`src/hdl/ggm_pkg.sv`:
```
// Shared types and constants of the greedy graph mapper.
// No dependencies; every other file imports this package.
package ggm_pkg;
	localparam int MaxTasks = 64;
	localparam int MaxProcs = 64;
	localparam int ValueBits = 16;
	localparam int IdxBits = 6;
	localparam int CntBits = 7;
	localparam int AddrBits = 12;
	localparam int GainBits = 22;
	localparam int CostBits = 38;

	typedef enum logic [1:0] {
		OP_LOAD_WEIGHT = 2'd0,
		OP_LOAD_TIME   = 2'd1,
		OP_START       = 2'd2,
		OP_NONE        = 2'd3
	} opcode_t;

	localparam logic [CntBits-1:0] REG_TASK_COUNT = 7'd0;
	localparam logic [CntBits-1:0] REG_PROC_COUNT = 7'd1;

	typedef enum logic [3:0] {
		ST_IDLE,
		ST_CLEAR,
		ST_FT_SUM,
		ST_FP_SUM,
		ST_EMIT,
		ST_GAIN,
		ST_COST,
		ST_ERR
	} state_t;

	// Commands from the controller to the datapath.
	typedef struct packed {
		logic                clear;      // clear per-run arrays at index i
		logic                ft_acc;     // accumulate weight row sum
		logic                fp_acc;     // accumulate time row sum
		logic                row_end;    // compare the finished row sum
		logic                first;      // first row of a scan
		logic                gain_acc;   // gain update and max scan
		logic                cost_acc;   // cost accumulate over neighbours
		logic                cost_end;   // compare finished processor cost
		logic                commit;     // record assignment
		logic                scan_start; // reset scan bests
		logic [IdxBits-1:0]  i;
		logic [IdxBits-1:0]  j;
	} cmd_t;

	typedef struct packed {
		logic                row_skip;   // processor j is taken
		logic [IdxBits-1:0]  best_task;
		logic [IdxBits-1:0]  best_proc;
	} sts_t;

	function automatic logic [CntBits-1:0] clamp_count(input logic [CntBits-1:0] v);
		if (v == '0) return CntBits'(1);
		if (v > CntBits'(MaxTasks)) return CntBits'(MaxTasks);
		return v;
	endfunction
endpackage

```
`src/hdl/ggm_ctrl.sv`:
```
// Controller state machine sequencing scans over tasks and processors.
// Depends on ggm_pkg; commands ggm_datapath.
module ggm_ctrl import ggm_pkg::*; (
	input  logic               clk,
	input  logic               arst_n,
	input  logic               start,
	input  logic [CntBits-1:0] nt_in,
	input  logic [CntBits-1:0] np_in,
	input  sts_t               sts,
	input  logic               out_ready,
	output logic               busy,
	output cmd_t               cmd,
	output logic               out_valid,
	output logic               out_err,
	output logic               out_last
);
	state_t state_q, state_d;
	logic [CntBits-1:0] nt_q, np_q, nt_d, np_d;
	logic [IdxBits-1:0] i_q, j_q, i_d, j_d;
	logic [CntBits-1:0] n_q, n_d;
	logic [2:0]         wait_q, wait_d;

	always_ff @(posedge clk or negedge arst_n) begin
		if (!arst_n) begin
			state_q <= ST_IDLE;
			nt_q <= '0; np_q <= '0; i_q <= '0; j_q <= '0; n_q <= '0; wait_q <= '0;
		end else begin
			state_q <= state_d;
			nt_q <= nt_d; np_q <= np_d; i_q <= i_d; j_q <= j_d; n_q <= n_d; wait_q <= wait_d;
		end
	end

	logic i_end, j_end_t, j_end_p;
	assign i_end = ({1'b0, i_q} == nt_q - 1'b1);

	always_comb begin
		state_d = state_q;
		nt_d = nt_q; np_d = np_q; i_d = i_q; j_d = j_q; n_d = n_q; wait_d = wait_q;
		cmd = '0;
		cmd.i = i_q;
		cmd.j = j_q;
		out_valid = 1'b0;
		out_err = 1'b0;
		out_last = 1'b0;
		busy = (state_q != ST_IDLE);
		j_end_t = ({1'b0, j_q} == nt_q - 1'b1);
		j_end_p = ({1'b0, j_q} == np_q - 1'b1);
		case (state_q)
			ST_IDLE: begin
				if (start) begin
					nt_d = clamp_count(nt_in);
					np_d = clamp_count(np_in);
					i_d = '0;
					state_d = ST_CLEAR;
				end
			end
			ST_CLEAR: begin
				cmd.clear = 1'b1;
				i_d = i_q + 1'b1;
				if (i_q == IdxBits'(MaxTasks - 1)) begin
					i_d = '0; j_d = '0;
					cmd.scan_start = 1'b1;
					state_d = (np_q < nt_q) ? ST_ERR : ST_FT_SUM;
				end
			end
			ST_ERR: begin
				out_valid = 1'b1; out_err = 1'b1; out_last = 1'b1;
				if (out_ready) state_d = ST_IDLE;
			end
			ST_FT_SUM: begin
				// Row j of the weight matrix, column i.
				cmd.ft_acc = 1'b1;
				cmd.first = (j_q == '0);
				i_d = i_q + 1'b1;
				if (i_end) begin
					cmd.row_end = 1'b1;
					i_d = '0;
					j_d = j_q + 1'b1;
					if (j_end_t) begin
						j_d = '0;
						state_d = ST_FP_SUM;
					end
				end
			end
			ST_FP_SUM: begin
				cmd.fp_acc = 1'b1;
				cmd.first = (j_q == '0);
				i_d = i_q + 1'b1;
				if ({1'b0, i_q} == np_q - 1'b1) begin
					cmd.row_end = 1'b1;
					i_d = '0;
					j_d = j_q + 1'b1;
					if (j_end_p) begin
						j_d = '0;
						wait_d = 3'd3;
						n_d = '0;
						state_d = ST_EMIT;
					end
				end
			end
			ST_EMIT: begin
				// Let the scan pipeline drain before the result is shown.
				if (wait_q != '0) begin
					wait_d = wait_q - 1'b1;
				end else begin
					out_valid = 1'b1;
					out_last = (n_q + 1'b1 == nt_q);
					if (out_ready) begin
						cmd.commit = 1'b1;
						n_d = n_q + 1'b1;
						if (out_last) begin
							state_d = ST_IDLE;
						end else begin
							i_d = '0;
							cmd.scan_start = 1'b1;
							state_d = ST_GAIN;
						end
					end
				end
			end
			ST_GAIN: begin
				cmd.gain_acc = 1'b1;
				i_d = i_q + 1'b1;
				if (i_end) begin
					i_d = '0; j_d = '0;
					wait_d = 3'd2;
					state_d = ST_COST;
				end
			end
			ST_COST: begin
				if (wait_q != '0) begin
					wait_d = wait_q - 1'b1;
					cmd.scan_start = (wait_q == 3'd1);
				end else if (sts.row_skip) begin
					j_d = j_q + 1'b1;
					if (j_end_p) begin
						wait_d = 3'd3;
						state_d = ST_EMIT;
					end
				end else begin
					// Cost of processor j over assigned neighbours i of the best task.
					cmd.cost_acc = 1'b1;
					i_d = i_q + 1'b1;
					if (i_end) begin
						cmd.cost_end = 1'b1;
						i_d = '0;
						j_d = j_q + 1'b1;
						if (j_end_p) begin
							wait_d = 3'd3;
							state_d = ST_EMIT;
						end
					end
				end
			end
			default: state_d = ST_IDLE;
		endcase
	end

	assert property (@(posedge clk) disable iff (!arst_n)
		out_valid && !out_ready |=> out_valid) else $error("result withdrawn");
	assert property (@(posedge clk) disable iff (!arst_n)
		cmd.commit |-> out_valid && !out_err) else $error("commit without result");
	assert property (@(posedge clk) disable iff (!arst_n)
		state_q == ST_IDLE |-> !out_valid) else $error("result while idle");
endmodule
```
`config.mk`:
```
export PLATFORM = sky130hd
export DESIGN_NAME = ggm_ctrl
export DESIGN_NICKNAME = d
export VERILOG_FILES = /design/src/hdl/ggm_pkg.sv /design/src/hdl/ggm_ctrl.sv
export SDC_FILE = /design/constraint.sdc
export NUM_CORES = 1
export LEC_CHECK = 0
export BUFFER_PORTS_ARGS = -buffer_cell sky130_fd_sc_hd__buf_2
export CORE_MARGIN = 5
export CORE_UTILIZATION = 35
export DETAILED_ROUTE_END_ITERATION = 10
export GPL_ROUTABILITY_DRIVEN = 0
export SYNTH_ARGS = -nofsm -noshare
export SYNTH_HDL_FRONTEND = slang
export SYNTH_SLANG_ARGS = --single-unit
export TNS_END_PERCENT = 1
```
`constraint.sdc`:
```
create_clock -name clk -period 6.9 [get_ports clk]
set_input_delay 1.38 -clock clk [delete_from_list [all_inputs] [get_ports clk]]
set_output_delay 1.38 -clock clk [all_outputs]
set_load 0.1 [all_outputs]
```
Yosys cells after proc, flatten, opt, wreduce, memory -nomap -nowiden
Cells that the tools add are included.

operators by class
  multiplexer cells = 93
  order comparisons = 3
  add/sub/neg operators = 6
  reduce and logical (&&, ||, !) cells = 17
  equality and inequality tests = 30

operators by type and width
  operator                                                                number
  6-bit 2-to-1 mux                                                        18
  7-bit 2-to-1 mux                                                        12
  4-bit 2-to-1 mux                                                        13
  6-bit one-hot mux with 6 select lines                                   1
  4-bit one-hot mux with 8 select lines                                   1
  6-bit one-hot mux with 5 select lines                                   1
  6-bit by 7-bit equality test with 1-bit output                          4
  2-bit != test (second input constant)                                   14
  1-bit 2-to-1 mux                                                        27
  3-bit 2-to-1 mux                                                        9
  4-bit by 3-bit equality test with 1-bit output (second input constant)  4
  7-bit greater-than comparator (second input constant)                   2
  7-bit zero test                                                         2
  7-bit one-hot mux with 2 select lines                                   1
  7-bit AND reduction                                                     2
  7-bit by 1-bit subtractor with 7-bit output (second input constant)     2
  6-bit by 1-bit adder with 6-bit output (second input constant)          2
  3-bit one-hot mux with 4 select lines                                   1
  11-bit AND reduction                                                    1
  2-bit 2-to-1 mux                                                        5
  5-bit AND reduction                                                     2
  4-bit by 2-bit equality test with 1-bit output (second input constant)  2
  4-bit nonzero test                                                      2
  7-bit by 1-bit adder with 7-bit output (second input constant)          1
  other kinds (19)                                                        20

word-level totals
  flip-flop bits (word level) = 40
  logic and storage cells = 156
  output and inout bits = 26

Depth between registers and ports, before layout
Gate-level depths: netlist (run 1).

  depth after elaboration = 9
  gate-level depth with buffers = 12

Worst setup path after synthesis (run 1)
OpenSTA, ideal clock, no wires.

  path kind = input-to-output
  start = input port sts[12] (netlist bit)
  end = output port cmd[14] (netlist bit)
  stages = 2
  arrival time = 5.052 ns
  buffers on the path = 0
  path slack = 0.468 ns
  required time = 5.520 ns
  path through = nor3_1 nor2b_1

RTL lines
  item             line            source
  start, declared  ggm_ctrl.sv:9   input sts_t sts,
  end, declared    ggm_ctrl.sv:12  output cmd_t cmd,

==> results of run 1 <==
[flip-flops by register name, summed over array words and instances (netlist names)]
signal   flops
n_q          7
np_q         7
nt_q         7
i_q          6
j_q          6
state_q      3
wait_q       3
[per-layer routing]
metal	share of wire [%]	GRT usage (%)
met5	0	0
met4	1.4	4.38
met3	4.9	2.65
met2	46	24.2
met1	48	20.0
[worst reg2reg max path, delay by kind of cell, from the launching register on]
| kind | cells | cell delay (ns) |
|---|---|---|
| AOI/OAI and AO/OA | 5 | 1.52 |
| xor gates and xnor gates | 1 | 0.17 |
| adders and majority gates | 1 | 0.35 |
| buffers and inverters | 1 | 0.11 |
| DFF | 1 | 0.50 |
| and+or+nand+nor | 2 | 0.51 |
[through the flow]
step	hold slack (ns)	cell area (um^2)	utilization, %
floorplan	0.471	3300	-
global placement	0.506	3580	39.0
detailed placement	0.506	3580	39.0
CTS	0.519	3680	40.1
global route	0.567	3680	40.1
finish	0.513	3680	40.1
[cell usage in the layout (no fill, tap or decap), types with 3 or more instances in the layout]
master | synthesis | layout
a21o_1 | 3 | 3
a21oi_1 | 20 | 20
a31oi_1 | 4 | 4
and3_1 | 6 | 6
buf_2 | 2 | 44
clkbuf_8 | 0 | 6
dfrtp_1 | 39 | 39
ha_1 | 19 | 19
inv_1 | 30 | 30
nand2_1 | 44 | 44
nand2b_1 | 16 | 16
nand3_1 | 15 | 15
nand4_1 | 5 | 5
nor2_1 | 23 | 23
nor2b_1 | 8 | 8
nor3_1 | 11 | 11
nor3b_1 | 3 | 3
nor4_1 | 3 | 3
o21a_1 | 4 | 4
o21ai_0 | 33 | 33
o21ai_1 | 10 | 10
o31ai_1 | 11 | 11
xnor2_1 | 26 | 26
xor2_1 | 13 | 13
[power groups by stage]
stage	combinational [uW]	clock, uW	sequential [uW]
CTS	15.0	176	228
global route	16.8	184	228
floorplan	2.82	0	233
global placement	14.6	0	233
detailed placement	15.0	0	233
finish	14.3	170	228
[cell families after synthesis]
kind of cell             count (synthesis)  share of synthesized area [%]
AO/OA/AOI/OAI                          109                           22.1
multiplexers                             3                          0.987
XOR/XNOR                                39                           10.4
AND/OR/NAND/NOR                        153                           24.2
adder cells (fa/ha/maj)                 19                           7.21
buffers and inverters                   48                           5.54
flip-flops                              39                           29.6
[cell type report]
class | count | area [um^2]
Clock inverter | 2 | 16.3
Timing Repair Buffer | 44 | 220
Inverter | 30 | 113
Fill cell | 978 | 5510
Sequential cell | 39 | 976
Clock buffer | 6 | 82.6
Tap cell | 111 | 139
Multi-Input combinational cell | 323 | 2140
[worst paths after layout]
path	end	slack, ns
setup / recovery	cmd[18]	2.49
hold / removal	n_q[6]	0.51
setup reg to reg	j_q[4]	3.64
hold reg to reg	n_q[6]	0.51
max in group asynchronous	j_q[3]	5.15
min in group asynchronous	wait_q[2]	1.19
==> flow_results.xml, run 1 <==
<?xml version="1.0" encoding="UTF-8"?>
<metrics>
  <group name="die">
    <metric name="die_height" unit="um">107</metric>
    <metric name="chipWidth" unit="um">107</metric>
    <metric name="pin_count" unit="">57</metric>
    <metric name="initial_utilization" unit="%">35.8</metric>
    <metric name="floorplan.die_area" unit="um^2">11500</metric>
    <metric name="core_area" unit="um^2">9200</metric>
    <metric name="std_cell_rows" unit="">35</metric>
  </group>
  <group name="grt">
    <metric name="maximum_number_of_pins_on_one_net_before_global_route_repair" unit="">40</metric>
    <metric name="via_count_of_the_first_global_routing_pass" unit="">2809</metric>
    <metric name="track_usage" unit="%">14.8</metric>
    <metric name="overflow_after_grt" unit="">0</metric>
    <metric name="grt_antenna_before_repair" unit="">0</metric>
    <metric name="grt_pass1_wl" unit="mm">13.9</metric>
  </group>
  <group name="detailed_routing">
    <metric name="via_count" unit="">2966</metric>
    <metric name="post_drt_wl_per_cell" unit="um">15.1</metric>
    <metric name="detail_route.wirelength" unit="mm">8.40</metric>
    <metric name="detail_route.iter0.violations" unit="">140</metric>
    <metric name="avgViaCountPerCell" unit="">5.34</metric>
    <metric name="detail_route.drc_violations" unit="">0</metric>
    <metric name="detail-route-antenna-nets" unit="">0</metric>
    <metric name="dr.pass1.iters" unit="">4</metric>
  </group>
  <group name="synth">
    <metric name="synthesis.instances" unit="">410</metric>
    <metric name="synth_sequential_area_ratio" unit="%">29.6</metric>
    <metric name="synth_enable_flop_cells" unit="">0</metric>
    <metric name="synth_largest_type_area_fraction" unit="%">29.6</metric>
    <metric name="synth-async-reset-ratio" unit="%">100</metric>
    <metric name="synth_area_leaders" unit="">dfrtp_1 (30%), ha_1 (7.2%), xnor2_1 (6.9%)</metric>
    <metric name="mappedNetlistArea" unit="um^2">3300</metric>
    <metric name="ys_types" unit="">60</metric>
    <metric name="synth.cells.most_frequent" unit="">nand2_1 (44), dfrtp_1 (39), o21ai_0 (33), inv_1 (30), xnor2_1 (26)</metric>
    <metric name="yosys_warnings" unit="">0</metric>
    <metric name="syn_nets" unit="">460</metric>
    <metric name="yosys.cell_count.top_type" unit="">nand2_1</metric>
    <metric name="synth.avg_cell_area" unit="um^2">8.04</metric>
    <metric name="ys_dominant_reg_cell" unit="">dfrtp_1</metric>
    <metric name="synth_seq_cells" unit="">39</metric>
    <metric name="post_synth_top_area_cell" unit="">dfrtp_1</metric>
  </group>
  <group name="status">
    <metric name="run_status" unit="">complete, no violations</metric>
  </group>
  <group name="pwr">
    <metric name="swShare" unit="%">23.5</metric>
    <metric name="p_switching" unit="uW">96.9</metric>
    <metric name="total_internal_power" unit="uW">316</metric>
    <metric name="ir_drop" unit="uV">70.8</metric>
    <metric name="design_power_total" unit="uW">413</metric>
    <metric name="power.static_leakage" unit="uW">0.00165</metric>
    <metric name="pwr-share-clk" unit="%">41.2</metric>
    <metric name="power_share_of_the_sequential_group" unit="%">55.3</metric>
    <metric name="combPwrFrac" unit="%">3.5</metric>
    <metric name="power_density" unit="nW/um^2">112</metric>
  </group>
  <group name="min_path">
    <metric name="min-delay-path-class" unit="">flop to flop</metric>
    <metric name="min_delay_path_depth" unit="">1</metric>
    <metric name="holdCritStartpoint" unit="">n_q[6]</metric>
  </group>
  <group name="timing">
    <metric name="slew_headroom" unit="%">41.4</metric>
    <metric name="fin_crit" unit="ns">4.41</metric>
    <metric name="grt_setup_unrepaired" unit="">no</metric>
    <metric name="final.setup_skew" unit="ns">0.00690</metric>
    <metric name="period_utilisation_layout" unit="%">64.0</metric>
    <metric name="worst_pin_slew" unit="ns">0.879</metric>
    <metric name="postLayoutSetupSlackWorst" unit="ns">2.49</metric>
    <metric name="max_clock_freq" unit="MHz">227</metric>
    <metric name="hold_viol_final" unit="">0</metric>
    <metric name="setup-tns-final" unit="ns">0</metric>
    <metric name="setup_viol" unit="">0</metric>
    <metric name="timing.final.max_slew_violations" unit="">0</metric>
  </group>
  <group name="critical_path">
    <metric name="timing.reg2reg.worst_path_depth" unit="">10</metric>
    <metric name="total_number_of_cells_along_the_worst_setup_path" unit="">9</metric>
    <metric name="cp_cell_sequence" unit="">inv_1 &gt; ha_1 &gt; xor2_1 &gt; o311ai_1 &gt; a2111oi_2 &gt; o211ai_1 &gt; nor2_1 &gt; o21bai_1 &gt; buf_2</metric>
    <metric name="path_delay_family" unit="">compound AO/OA/AOI/OAI gates</metric>
    <metric name="timing.critical_path.to_type" unit="">output pin</metric>
    <metric name="setup.worst_path.start_class" unit="">flop</metric>
    <metric name="setup.worst_path.start" unit="">np_q[0]</metric>
    <metric name="slowest_delay" unit="ns">0.50</metric>
    <metric name="critical_path_arrival" unit="ns">3.03</metric>
    <metric name="critical_path_type" unit="">flop to output pin</metric>
    <metric name="timing.critical_path.buf_inv" unit="">2</metric>
    <metric name="path_max_fanout" unit="">7</metric>
    <metric name="critical_path.reg2reg.startpoint" unit="">np_q[0]</metric>
    <metric name="worst_ep_required_time" unit="ns">5.52</metric>
    <metric name="worst_path_max_delay_cell" unit="">dfrtp_1</metric>
  </group>
  <group name="cts">
    <metric name="cts_buffers" unit="">5</metric>
    <metric name="cts-root-to-sink-buffers" unit="">2</metric>
    <metric name="ctsHoldBuffers" unit="">0</metric>
    <metric name="clock_insertion_delay_worst_skew" unit="ns">0.30</metric>
    <metric name="post_cts_resized" unit="">0</metric>
    <metric name="htree_levels" unit="">2</metric>
    <metric name="tritoncts_clock_tree" unit="">built</metric>
    <metric name="cts_setup_buffers" unit="">0</metric>
    <metric name="clock-root-buffer" unit="">clkbuf_8</metric>
    <metric name="cts.reportedPaths.clkPinSlew" unit="ns">0.08</metric>
    <metric name="clock_sinks" unit="">39</metric>
  </group>
  <group name="final_layout">
    <metric name="final_cells" unit="">555</metric>
    <metric name="finalNetCount" unit="">493</metric>
    <metric name="fraction_of_layout_instances_using_a_drive_strength_above_1" unit="%">15.3</metric>
    <metric name="diodes" unit="">0</metric>
    <metric name="area_delta_synth_final" unit="%">11.8</metric>
  </group>
  <group name="placement">
    <metric name="placed_instances" unit="">547</metric>
    <metric name="place_hpwl" unit="mm">6.58</metric>
    <metric name="preCtsSetupSlack" unit="ns">2.80</metric>
    <metric name="buffer_ports.inserted" unit="">44</metric>
  </group>
  <group name="run">
    <metric name="drv_cap" unit="">0</metric>
  </group>
</metrics>
Note: power is estimated with default switching activity, not from simulation.
==> run 2: changes to the inputs <==
- clock period: 6.9 -> 3.6 ns (I/O delays scaled with it)
==> run 2 against run 1 <==
Compared with the run above: sequential power increased by 92%; flip-flop and latch count did not move; count of clock-buffer cells in the layout unchanged; worst setup slack got worse by 2.2 ns.
==> flow_results.xml, run 2 (synthesis gave the netlist of run 1 again) <==
<?xml version="1.0" encoding="UTF-8"?>
<metrics>
  <group name="detailed_routing">
    <metric name="detail_route.iter0.violations" unit="">116</metric>
    <metric name="detail_route.wirelength" unit="mm">8.51</metric>
    <metric name="dr.pass1.iters" unit="">4</metric>
    <metric name="via_count" unit="">2989</metric>
    <metric name="detail-route-antenna-nets" unit="">0</metric>
    <metric name="post_drt_wl_per_cell" unit="um">15.2</metric>
    <metric name="detail_route.drc_violations" unit="">0</metric>
    <metric name="avgViaCountPerCell" unit="">5.36</metric>
  </group>
  <group name="grt">
    <metric name="track_usage" unit="%">15.6</metric>
    <metric name="grt_antenna_before_repair" unit="">0</metric>
    <metric name="grt_pass1_wl" unit="mm">14.6</metric>
    <metric name="via_count_of_the_first_global_routing_pass" unit="">2901</metric>
    <metric name="overflow_after_grt" unit="">0</metric>
    <metric name="maximum_number_of_pins_on_one_net_before_global_route_repair" unit="">40</metric>
  </group>
  <group name="timing">
    <metric name="worst_pin_slew" unit="ns">0.918</metric>
    <metric name="setup-tns-final" unit="ns">0</metric>
    <metric name="final.setup_skew" unit="ns">0.0104</metric>
    <metric name="slew_headroom" unit="%">38.6</metric>
    <metric name="fin_crit" unit="ns">3.33</metric>
    <metric name="period_utilisation_layout" unit="%">92.6</metric>
    <metric name="max_clock_freq" unit="MHz">300</metric>
    <metric name="timing.final.max_slew_violations" unit="">0</metric>
    <metric name="hold_slack" unit="ns">0.512</metric>
    <metric name="setup_viol" unit="">0</metric>
    <metric name="hold_viol_final" unit="">0</metric>
    <metric name="grt_setup_unrepaired" unit="">no</metric>
  </group>
  <group name="cts">
    <metric name="clock-root-buffer" unit="">clkbuf_8</metric>
    <metric name="post_cts_resized" unit="">0</metric>
    <metric name="tritoncts_clock_tree" unit="">built</metric>
    <metric name="clock_sinks" unit="">39</metric>
    <metric name="cts_buffers" unit="">5</metric>
    <metric name="htree_levels" unit="">2</metric>
    <metric name="clock_insertion_delay_worst_skew" unit="ns">0.30</metric>
    <metric name="ctsHoldBuffers" unit="">0</metric>
    <metric name="cts_setup_buffers" unit="">0</metric>
    <metric name="cts.reportedPaths.clkPinSlew" unit="ns">0.09</metric>
    <metric name="cts-root-to-sink-buffers" unit="">2</metric>
  </group>
  <group name="final_layout">
    <metric name="final_cell_area" unit="um^2">3760</metric>
    <metric name="fraction_of_layout_instances_using_a_drive_strength_above_1" unit="%">17.2</metric>
    <metric name="final_cell_mix" unit="">nand2_1 (44), buf_2 (43), dfrtp_1 (38)</metric>
    <metric name="layout.cells.most_common" unit="">nand2_1</metric>
    <metric name="diodes" unit="">0</metric>
    <metric name="finalNetCount" unit="">496</metric>
    <metric name="final_cells" unit="">558</metric>
    <metric name="layout.core_utilization" unit="%">40.8</metric>
    <metric name="area_delta_synth_final" unit="%">14.0</metric>
    <metric name="leading_registers_by_flop_count" unit="">n_q: 7 flops, np_q: 7 flops, nt_q: 7 flops</metric>
  </group>
  <group name="critical_path">
    <metric name="reg2reg_setup_slack" unit="ns">0.55</metric>
    <metric name="cp_cell_sequence" unit="">or3_4 &gt; or4_4 &gt; and3_1 &gt; o211ai_1 &gt; nor2_1 &gt; o21bai_2 &gt; buf_12</metric>
    <metric name="critical_path.reg2reg.startpoint" unit="">np_q[0]</metric>
    <metric name="critical_path_type" unit="">flop to output pin</metric>
    <metric name="worst_path_max_delay_cell" unit="">dfrtp_1</metric>
    <metric name="worst_ep_required_time" unit="ns">2.88</metric>
    <metric name="critical_path_arrival" unit="ns">2.61</metric>
    <metric name="slowest_delay" unit="ns">0.50</metric>
    <metric name="timing.critical_path.to_type" unit="">output pin</metric>
    <metric name="setup.worst_path.start_class" unit="">flop</metric>
    <metric name="path_max_fanout" unit="">7</metric>
    <metric name="setup.worst_path.start" unit="">np_q[3]</metric>
  </group>
  <group name="min_path">
    <metric name="min-delay-path-class" unit="">input pin to async pin</metric>
  </group>
  <group name="pwr">
    <metric name="power_density" unit="nW/um^2">211</metric>
    <metric name="power.static_leakage" unit="uW">0.00168</metric>
    <metric name="ir_drop" unit="uV">153</metric>
  </group>
  <group name="die">
    <metric name="die_height" unit="um">107</metric>
    <metric name="chipWidth" unit="um">107</metric>
    <metric name="initial_utilization" unit="%">35.8</metric>
    <metric name="std_cell_rows" unit="">35</metric>
    <metric name="floorplan.die_area" unit="um^2">11500</metric>
    <metric name="pin_count" unit="">57</metric>
    <metric name="core_area" unit="um^2">9200</metric>
  </group>
  <group name="placement">
    <metric name="place_hpwl" unit="mm">6.66</metric>
    <metric name="detailed_place.area" unit="um^2">3630</metric>
    <metric name="placed_instances" unit="">550</metric>
    <metric name="buffer_ports.inserted" unit="">44</metric>
  </group>
  <group name="run">
    <metric name="drv_cap" unit="">0</metric>
  </group>
  <group name="status">
    <metric name="run_status" unit="">complete, no violations</metric>
  </group>
</metrics>
-- run 2: metrics by stage --
step	setup WS [ns]	power (uW)
6_report	0.266	794
5_1_grt	0.0175	828
4_1_cts	0.0832	808
3_5_place_dp	0.383	475
3_3_place_gp	0.431	475
2_1_floorplan	-0.464	452
-- run 2: final timing paths --
path                       cells past startpoint   endpoint
hold / removal                                 1  wait_q[2]
max in group asynchronous                      1    np_q[0]
hold reg to reg                                1     n_q[6]
setup / recovery                               7    cmd[18]
setup reg to reg                              10     j_q[4]
min in group clk                               1     n_q[6]
-- run 2: final cells by class --
class | instances | area (um^2)
Clock buffer | 6 | 82.6
Timing Repair Buffer | 47 | 258
Tap cell | 111 | 139
Fill cell | 951 | 5440
Multi-Input combinational cell | 323 | 2170
Inverter | 30 | 113
Clock inverter | 2 | 16.3
Sequential cell | 39 | 977
-- run 2: critical path: cells and delay by family, from the launching register on --
family                 cells  cell delay (ns)
AO/OA/AOI/OAI              2             0.44
buffers and inverters      1             0.18
flip-flops                 1             0.50
AND/OR/NAND/NOR            4             1.18
-- run 2: layer usage --
layer | share of wire [%] | GRT usage (%) | routed length [um] | vias to the layer above
met5 | 0 | 0 | 0 | -
met4 | 1.9 | 4.20 | 161 | 0
met3 | 3.8 | 2.35 | 319 | 15
met2 | 46 | 25.6 | 3870 | 70
met1 | 49 | 21.3 | 4150 | 1397
li1 | - | - | - | 1507
-- run 2: power by group --
| part | internal, uW | switching [uW] | leakage [uW] |
|---|---|---|---|
| Clock | 157 | 173 | 0.0000474 |
| Combinational | 10.7 | 16.6 | 0.00112 |
| Sequential | 438 | 0 | 0.000513 |
| Total | 605 | 190 | 0.00168 |
==> run 3: changes to the inputs <==
- CELL_PAD_IN_SITES_DETAIL_PLACEMENT: default -> 1
- CELL_PAD_IN_SITES_GLOBAL_PLACEMENT: default -> 2
- CORE_UTILIZATION: 35 -> 30
- PLACE_DENSITY_LB_ADDON: default -> 0.1
==> run 3 against run 2 <==
Compared with the run above: utilization decreased by 5.1 points; via count increased by 2.5%; critical endpoint unchanged; register-to-register slack got worse by 0.07 ns; largest power group unchanged; die area increased by 15%; sequential share of layout area decreased by 0.68 points; flip-flop and latch count unchanged; clock skew decreased by 0.0052 ns; sequential power about the same; clock power increased by 18%; worst hold slack improved by 0.0025 ns; final area increased by 2.6%.
==> flow_results.xml, run 3 (synthesis gave the netlist of run 1 again) <==
<?xml version="1.0" encoding="UTF-8"?>
<metrics>
  <group name="die">
    <metric name="floorplan.die_area" unit="um^2">13200</metric>
    <metric name="chipWidth" unit="um">115</metric>
    <metric name="core_area" unit="um^2">10800</metric>
    <metric name="initial_utilization" unit="%">30.5</metric>
    <metric name="std_cell_rows" unit="">38</metric>
    <metric name="pin_count" unit="">57</metric>
    <metric name="die_height" unit="um">115</metric>
  </group>
  <group name="critical_path">
    <metric name="critical_path_arrival" unit="ns">2.63</metric>
    <metric name="setup.worst_path.start_class" unit="">flop</metric>
    <metric name="path_max_fanout" unit="">6</metric>
    <metric name="timing.critical_path.to_type" unit="">output pin</metric>
    <metric name="slowest_delay" unit="ns">0.47</metric>
    <metric name="worst_ep_required_time" unit="ns">2.88</metric>
    <metric name="cp_cell_sequence" unit="">inv_1 &gt; ha_1 &gt; nor3b_2 &gt; xnor2_1 &gt; a2111oi_4 &gt; o211ai_1 &gt; nor2_1 &gt; o21bai_2 &gt; buf_12</metric>
    <metric name="worst_path_max_delay_cell" unit="">dfrtp_1</metric>
    <metric name="critical_path_type" unit="">flop to output pin</metric>
  </group>
  <group name="cts">
    <metric name="clock_insertion_delay_worst_skew" unit="ns">0.30</metric>
    <metric name="clock_sinks" unit="">39</metric>
    <metric name="tritoncts_clock_tree" unit="">built</metric>
    <metric name="htree_levels" unit="">2</metric>
    <metric name="cts_buffers" unit="">5</metric>
    <metric name="cts.reportedPaths.clkPinSlew" unit="ns">0.09</metric>
    <metric name="ctsHoldBuffers" unit="">0</metric>
    <metric name="cts-root-to-sink-buffers" unit="">2</metric>
    <metric name="clock-root-buffer" unit="">clkbuf_8</metric>
  </group>
  <group name="final_layout">
    <metric name="diodes" unit="">0</metric>
    <metric name="layout.core_utilization" unit="%">35.7</metric>
    <metric name="layout.cells.most_common" unit="">nand2_1</metric>
    <metric name="final_cell_mix" unit="">nand2_1 (44), buf_2 (42), dfrtp_1 (39)</metric>
    <metric name="fraction_of_layout_instances_using_a_drive_strength_above_1" unit="%">18.1</metric>
    <metric name="leading_registers_by_flop_count" unit="">n_q: 7 flops, np_q: 7 flops, nt_q: 7 flops</metric>
    <metric name="finalNetCount" unit="">502</metric>
    <metric name="area_delta_synth_final" unit="%">16.9</metric>
  </group>
  <group name="run">
    <metric name="drv_cap" unit="">0</metric>
  </group>
  <group name="timing">
    <metric name="final.setup_skew" unit="ns">0.00528</metric>
    <metric name="hold_viol_final" unit="">0</metric>
    <metric name="period_utilisation_layout" unit="%">93.0</metric>
    <metric name="grt_setup_unrepaired" unit="">no</metric>
    <metric name="setup_viol" unit="">0</metric>
    <metric name="timing.final.max_slew_violations" unit="">0</metric>
    <metric name="max_clock_freq" unit="MHz">299</metric>
    <metric name="slew_headroom" unit="%">36.6</metric>
    <metric name="fin_crit" unit="ns">3.35</metric>
    <metric name="worst_pin_slew" unit="ns">0.951</metric>
    <metric name="hold_slack" unit="ns">0.515</metric>
  </group>
  <group name="detailed_routing">
    <metric name="dr.pass1.iters" unit="">4</metric>
    <metric name="detail_route.wirelength" unit="mm">10.2</metric>
    <metric name="avgViaCountPerCell" unit="">5.17</metric>
    <metric name="via_count" unit="">3063</metric>
    <metric name="detail_route.iter0.violations" unit="">86</metric>
    <metric name="post_drt_wl_per_cell" unit="um">17.1</metric>
    <metric name="detail_route.drc_violations" unit="">0</metric>
    <metric name="detail-route-antenna-nets" unit="">0</metric>
  </group>
  <group name="grt">
    <metric name="via_count_of_the_first_global_routing_pass" unit="">3032</metric>
    <metric name="maximum_number_of_pins_on_one_net_before_global_route_repair" unit="">40</metric>
    <metric name="overflow_after_grt" unit="">0</metric>
    <metric name="track_usage" unit="%">16.0</metric>
    <metric name="grt_pass1_wl" unit="mm">16.7</metric>
    <metric name="grt_antenna_before_repair" unit="">0</metric>
  </group>
  <group name="placement">
    <metric name="place_hpwl" unit="mm">7.96</metric>
    <metric name="buffer_ports.inserted" unit="">44</metric>
  </group>
  <group name="pwr">
    <metric name="power_density" unit="nW/um^2">222</metric>
    <metric name="power.static_leakage" unit="uW">0.00172</metric>
    <metric name="ir_drop" unit="uV">118</metric>
  </group>
  <group name="status">
    <metric name="run_status" unit="">complete, no violations</metric>
  </group>
  <group name="min_path">
    <metric name="min-delay-path-class" unit="">flop to flop</metric>
  </group>
</metrics>
-- run 3: cell types whose count changed in the layout (fill, tap and decap cells not counted) --
cell | previous run | this run
clkinv_2 | 0 | 1
clkbuf_4 | 0 | 1
clkinvlp_4 | 1 | 0
bufinv_16 | 0 | 1
dfrtp_1 | 38 | 39
buf_2 | 43 | 42
clkbuf_8 | 6 | 5
buf_4 | 3 | 9
dfrtp_2 | 1 | 0
-- run 3: final cells by class --
| type | instances | area (um^2) |
|---|---|---|
| Clock buffer | 5 | 68.8 |
| Clock inverter | 3 | 43.8 |
| Fill cell | 1323 | 6940 |
| Inverter | 30 | 113 |
| Multi-Input combinational cell | 323 | 2170 |
| Sequential cell | 39 | 976 |
| Tap cell | 140 | 175 |
| Timing Repair Buffer | 53 | 305 |
-- run 3: power by group --
part	total [uW]	internal (uW)	switching [uW]
Combinational	28.1	10.7	17.5
Sequential	438	438	0
Clock	390	207	184
-- run 3: timing repair --
| item | 4_1_cts | 5_1_grt |
|---|---|---|
| setup endpoints to repair | 0 | 2 |
| resized for setup | 0 | 4 |
| buffers inserted | 0 | 0 |
-- run 3: layer usage --
metal  vias to the layer above  global-route usage, %  wire (um)
met5                         -                      0          0
met4                         0                   3.29         81
met3                         7                   2.68        354
met2                        45                   26.2       4740
met1                      1491                   22.3       4980
li1                       1520                      -          -
-- run 3: worst max-delay path: cells and delay by family (launching register included) --
kind | cells | cell delay, ns
adders and majority gates | 1 | 0.19
AOI/OAI and AO/OA | 3 | 0.75
and+or+nand+nor | 2 | 0.45
DFF | 1 | 0.47
buffers and inverters | 2 | 0.28
xor gates and xnor gates | 1 | 0.17
-- run 3: final timing paths --
check                        start         to  slack [ns]  cells past startpoint
max                        np_q[1]    cmd[18]        0.25                      9
min                         n_q[6]     n_q[6]        0.51                      1
max reg2reg                np_q[1]     j_q[4]        0.48                     10
min reg2reg                 n_q[6]     n_q[6]        0.51                      1
max in group asynchronous   arst_n  wait_q[1]        2.45                      1
min in group asynchronous   arst_n     j_q[0]        0.56                      1
-- run 3: per-stage QoR --
stage | total power, uW | setup WS (ns) | instances | instance area, um^2 | TNS (ns)
after global placement | 476 | 0.409 | 585 | 3710 | 0
after detailed placement | 476 | 0.368 | 585 | 3710 | 0
after floorplan | 452 | -0.464 | 410 | 3310 | -0.468
after global routing | 898 | 0.0539 | 593 | 3850 | 0
after CTS | 871 | 0.0855 | 593 | 3830 | 0
final | 856 | 0.251 | 593 | 3850 | 0
